--- config.mk ---
export PLATFORM = sky130hd
export DESIGN_NAME = lmc_fifo
export DESIGN_NICKNAME = d
export VERILOG_FILES = /design/src/rtl/lmc_pkg.sv /design/src/rtl/lmc_fifo.sv
export VERILOG_INCLUDE_DIRS = /design/src /design/src/rtl
export SDC_FILE = /design/constraint.sdc
export NUM_CORES = 1
export LEC_CHECK = 0
export BUFFER_PORTS_ARGS = -buffer_cell sky130_fd_sc_hd__buf_2
export CORE_UTILIZATION = 61
export CTS_CLUSTER_DIAMETER = 80
export DETAILED_ROUTE_END_ITERATION = 10
export GPL_ROUTABILITY_DRIVEN = 0
export PLACE_DENSITY = 0.84
export SETUP_SLACK_MARGIN = 0.1
export SYNTH_ARGS = -nofsm -noshare
export SYNTH_HDL_FRONTEND = slang
export SYNTH_SLANG_ARGS = --single-unit
export TNS_END_PERCENT = 5
--- constraint.sdc ---
create_clock -name clk -period 12.36 [get_ports clk]
set_clock_uncertainty 0.2 [all_clocks]
set_input_delay 0.618 -clock clk [delete_from_list [all_inputs] [get_ports clk]]
set_output_delay 0.618 -clock clk [all_outputs]
set_load 0.02 [all_outputs]
--- src/rtl/assert_macros.svh ---
// Assertion macros shared by the lattice matrix RTL.
// No dependencies; included by the modules that carry checks.
`ifndef ASSERT_MACROS_SVH
`define ASSERT_MACROS_SVH

// Clocked check, masked while reset is asserted.
`define LMC_ASSERT(lbl, clk, rst_n, prop, msg) \
	lbl: assert property (@(posedge clk) disable iff (!rst_n) prop) else $error(msg);

// Clocked check that also holds during reset.
`define LMC_ASSERT_CLK(lbl, clk, prop, msg) \
	lbl: assert property (@(posedge clk) prop) else $error(msg);

`endif

--- src/rtl/lmc_pkg.sv ---
// Shared types and constants of the lattice matrix unit.
// No dependencies.
`timescale 1ns / 1ps

package lmc_pkg;

	localparam int LEN_W = 24;
	localparam int ANG_W = 24;
	localparam int OUT_W = 25;
	localparam int TRIG_W = 32;
	localparam int ANGR_W = 26;
	localparam int DEG_FRAC = 16;
	localparam int CORDIC_STEPS = 22;
	localparam int TRIG_LAT = 5 + CORDIC_STEPS + 1;
	localparam int FIFO_DEPTH = 4;

	localparam logic signed [TRIG_W-1:0] ONE30 = 32'sd1073741824;
	localparam logic signed [TRIG_W-1:0] CORDIC_GAIN = 32'sd652032874;
	localparam logic signed [OUT_W-1:0] OUT_MAX = {1'b0, {(OUT_W-1){1'b1}}};
	localparam logic signed [OUT_W-1:0] OUT_MIN = {1'b1, {(OUT_W-1){1'b0}}};

	typedef struct packed {
		logic [LEN_W-1:0] len_a;
		logic [LEN_W-1:0] len_b;
		logic [LEN_W-1:0] len_c;
		logic signed [TRIG_W-1:0] cos_a;
		logic signed [TRIG_W-1:0] cos_b;
		logic signed [TRIG_W-1:0] cos_g;
		logic signed [TRIG_W-1:0] sin_g;
	} item_t;

	// arctangent of 2^-i in Q16 degrees
	function automatic logic signed [ANGR_W-1:0] atan_q16(input int i);
		logic signed [ANGR_W-1:0] v;
		case (i)
			0: v = 26'sd2949120;
			1: v = 26'sd1740967;
			2: v = 26'sd919879;
			3: v = 26'sd466945;
			4: v = 26'sd234379;
			5: v = 26'sd117304;
			6: v = 26'sd58666;
			7: v = 26'sd29335;
			8: v = 26'sd14668;
			9: v = 26'sd7334;
			10: v = 26'sd3667;
			11: v = 26'sd1833;
			12: v = 26'sd917;
			13: v = 26'sd458;
			14: v = 26'sd229;
			15: v = 26'sd115;
			16: v = 26'sd57;
			17: v = 26'sd29;
			18: v = 26'sd14;
			19: v = 26'sd7;
			20: v = 26'sd4;
			21: v = 26'sd2;
			default: v = 26'sd0;
		endcase
		return v;
	endfunction

endpackage

--- src/rtl/lmc_fifo.sv ---
// Short queue between front and back end; drains one entry per cycle.
// Uses lmc_pkg and assert_macros.svh.
`timescale 1ns / 1ps
`include "assert_macros.svh"

module lmc_fifo #(
	parameter int DEPTH = 4
) (
	input  logic clk,
	input  logic arst_n,
	input  logic push,
	input  lmc_pkg::item_t push_item,
	output logic full,
	output logic pop_valid,
	output lmc_pkg::item_t pop_item
);

	localparam int AW = $clog2(DEPTH);

	lmc_pkg::item_t mem_q [0:DEPTH-1];
	logic [AW-1:0] wr_ptr_q, rd_ptr_q;
	logic [AW:0] count_q;
	logic pop;

	assign full = (count_q == (AW+1)'(DEPTH));
	assign pop = (count_q != '0);
	assign pop_valid = pop;
	assign pop_item = mem_q[rd_ptr_q];

	always_ff @(posedge clk or negedge arst_n) begin
		if (!arst_n) begin
			wr_ptr_q <= '0;
			rd_ptr_q <= '0;
			count_q <= '0;
		end else begin
			if (push)
				wr_ptr_q <= (wr_ptr_q == AW'(DEPTH-1)) ? '0 : wr_ptr_q + 1'b1;
			if (pop)
				rd_ptr_q <= (rd_ptr_q == AW'(DEPTH-1)) ? '0 : rd_ptr_q + 1'b1;
			count_q <= count_q + (AW+1)'(push) - (AW+1)'(pop);
		end
	end

	always_ff @(posedge clk) begin
		if (push)
			mem_q[wr_ptr_q] <= push_item;
	end

	`LMC_ASSERT(a_no_push_full, clk, arst_n, push |-> !full, "push into full queue")
	`LMC_ASSERT(a_count_range, clk, arst_n, count_q <= (AW+1)'(DEPTH), "queue count out of range")

endmodule

==> out/summary.txt <==
share of layout cells above drive strength 1: 44.8%
area leader, netlist: edfxtp_1
RSZ-0062 raised after global routing: false
Int Pwr: 5.81 mW
pin count of the biggest net entering global routing: 72
first-pass iteration count of the detailed router: 5
Hold Crit Start: push_item[139]
Pwr Total: 8.47 mW
crit path DAT: 3.89 ns
Hold Fails Final Rpt: 0
Post-Place Setup Slack: 8.12 ns
leakage power: 11.8 nW
# IOs: 405
#FFs+latches synth: 807
synth top area cells: edfxtp_1 82%, mux4_2 15%, buf_12 0.75%
die area: 0.0491 mm²
worst ir drop on vdd: 0.000187 V
Routed WL: 60800 µm
Die H: 222 µm
Area Growth Syn to Fin: 17.5%
CTS buffer count: 77
Fin Hold WS: 0.0306 ns
Core Box Area: 0.0476 mm²
Net Sw Frac: 31.4%
actual slew at the worst max-slew pin: 1.09 ns
clock sink count: 807
Final Cycle Share: 38.1%
worst reg-to-reg setup slack: 8.97 ns
Combinational Power Share: 30.1%
clock latency at the later pin of the worst-skew pair: 0.60 ns
Setup-failing EPs final: 0
CP endpoint kind: output pin
Setup crit start kind: flop
Seq pwr share: 43.7%
placed cells: 2071
CTS clock-pin slew for the worst setup and hold paths: 0.06 ns
Distinct cells, synth: 21
initial antenna violation count: 21
Tightest Hold Check Type: in -> reg
I/O Buffers: 404
max_cap viols: 0
remaining antenna violation count: 0
Setup WS post-layout: 7.65 ns
clk buf depth: 3
row count: 80
HPWL after DPL: 35000 µm
post-synthesis cell area: 0.0294 mm²
syn_area_per_cell: 27.2 µm²
TNS Setup: 0 ns
final design utilization: 72.5%
CP Max Fanout: 50
design area: 0.0346 mm²
CTS tree: done
hold depth: 1
Slew Viols, Final: 0
dpl cell area: 0.0319 mm²
GRT overflow: 0
CTS H-tree lvls: 3
Max Clk Rate: 0.212 GHz
Vias/cell: 6.06
FF-to-FF End: mem_q[2][100]
Remaining DRCs: 0
Slew headroom: 27.1%
Total GRT Usage: 25.1%
vias in the first global route: 14200
fin cells: 2247
setup bufs post-CTS: 0
Critical R2R Launch: wr_ptr_q[0]
DR iter-0 viols: 1127
Syn Nets: 1292
wire per inst: 27.0 µm
Starting Density: 61.7%
Post-Synthesis Cells: 1081
R2R cell count: 5
Clk pwr share: 26.2%
first-pass GRT wire length: 89000 µm
Switch Pwr: 2.66 mW
Tmin final: 4.71 ns
post-synth top area share: 81.7%
via count: 13600
hold endpoint: mem_q[1][139]
outcome: complete, no violations
Worst EP required: 11.54 ns
Synth warnings: 0
Die Span X: 222 µm
Root Driver: clkbuf_16
post-synthesis sequential area ratio: 82.3%
critical path class: reg -> out
Pwr per Cell Area: 245 mW/mm²
nets: 1777
-- kinds of logic after synthesis --
| group | count (synthesis) | share of synthesized area, % |
|---|---|---|
| flip-flops | 807 | 82.3 |
| multiplexers | 202 | 15.4 |
| buffers and inverters | 51 | 1.71 |
| XOR/XNOR | 2 | 0.0596 |
| AO/OA/AOI/OAI | 2 | 0.0340 |
| adder cells (fa/ha/maj) | 8 | 0.366 |
| AND/OR/NAND/NOR | 9 | 0.183 |
-- state kept, by name, summed over array words and instances (netlist names) --
| signal | count |
|---|---|
| mem_q | 800 |
| rd_ptr_q | 2 |
| count_q | 3 |
| wr_ptr_q | 2 |
-- metal layers --
metal / GRT usage, % / share of wire [%] / vias to the layer above
met4: 8.80 / 2.6 / 16
met5: 0 / 0.16 / -
li1: - / - / 5691
met3: 8.19 / 9.5 / 116
met2: 41.1 / 51 / 658
met1: 32.0 / 37 / 7144
-- worst max-delay path by stage --
stage / start / end / depth (start not counted)
2_1_floorplan: wr_ptr_q[0] / mem_q[0][0] / 3
3_3_place_gp: rd_ptr_q[0] / pop_item[83] / 4
3_5_place_dp: rd_ptr_q[0] / pop_item[83] / 4
4_1_cts: rd_ptr_q[0] / pop_item[81] / 4
5_1_grt: rd_ptr_q[0] / pop_item[83] / 4
6_report: rd_ptr_q[0] / pop_item[83] / 4
-- cell usage after synthesis (all sizes together) --
cell type,number
and2,4
and3,1
buf,42
clkbuf,3
dfrtp,7
edfxtp,800
fa,1
ha,7
inv,6
mux2,2
mux4,200
nand2,1
nor2,1
o21ai,2
or3,1
or3b,1
xnor2,2
-- critical path, stage by stage (launching register included) --
cell and delay (ns):
dfrtp_4 0.81, buf_4 0.87, buf_4 0.72, mux4_2 0.61
buf_2 0.18
-- cell type report --
cell class	count	area, µm²
sequential	807	24200
multi-input combinational	223	4730
clock inverter	27	228
fill	2567	13100
timing repair buffer	451	2450
clock buffer	105	2130
inverter	6	22.5
tap	615	769
antenna	13	32.5
-- placed cells by master (no fill, tap or decap) --
cell / netlist / layout
diode_2: 0 / 13
xnor2_1: 2 / 2
clkbuf_1: 3 / 23
or3_1: 1 / 1
buf_2: 20 / 404
inv_4: 0 / 1
clkinv_1: 0 / 13
clkinv_2: 0 / 6
dfrtp_1: 7 / 5
dfrtp_4: 0 / 2
ha_1: 7 / 7
nand2_1: 1 / 1
dlygate4sd3_1: 0 / 31
clkinvlp_4: 0 / 3
buf_4: 1 / 16
edfxtp_1: 800 / 800
nor2_1: 1 / 1
or3b_2: 1 / 1
clkbuf_8: 0 / 1
o21ai_0: 2 / 2
inv_1: 6 / 6
and3_1: 1 / 1
bufinv_16: 0 / 4
mux4_2: 200 / 200
fa_1: 1 / 1
clkbuf_16: 0 / 81
and2_4: 0 / 4
mux2_2: 2 / 2
-- power groups by stage --
stage / registers [mW] / logic (mW) / clock network (mW)
floorplan: 3.71 / 1.93 / 0
global placement: 3.72 / 2.51 / 0
detailed placement: 3.75 / 2.53 / 0
CTS: 3.71 / 2.58 / 2.25
global route: 3.74 / 2.68 / 2.36
finish: 3.70 / 2.55 / 2.22
-- what timing repair did --
action,CTS,global route
gates resized for setup,0,0
hold buffers,31,0
endpoints found under the hold margin,108,0
Power figures use the tool's default switching activity.
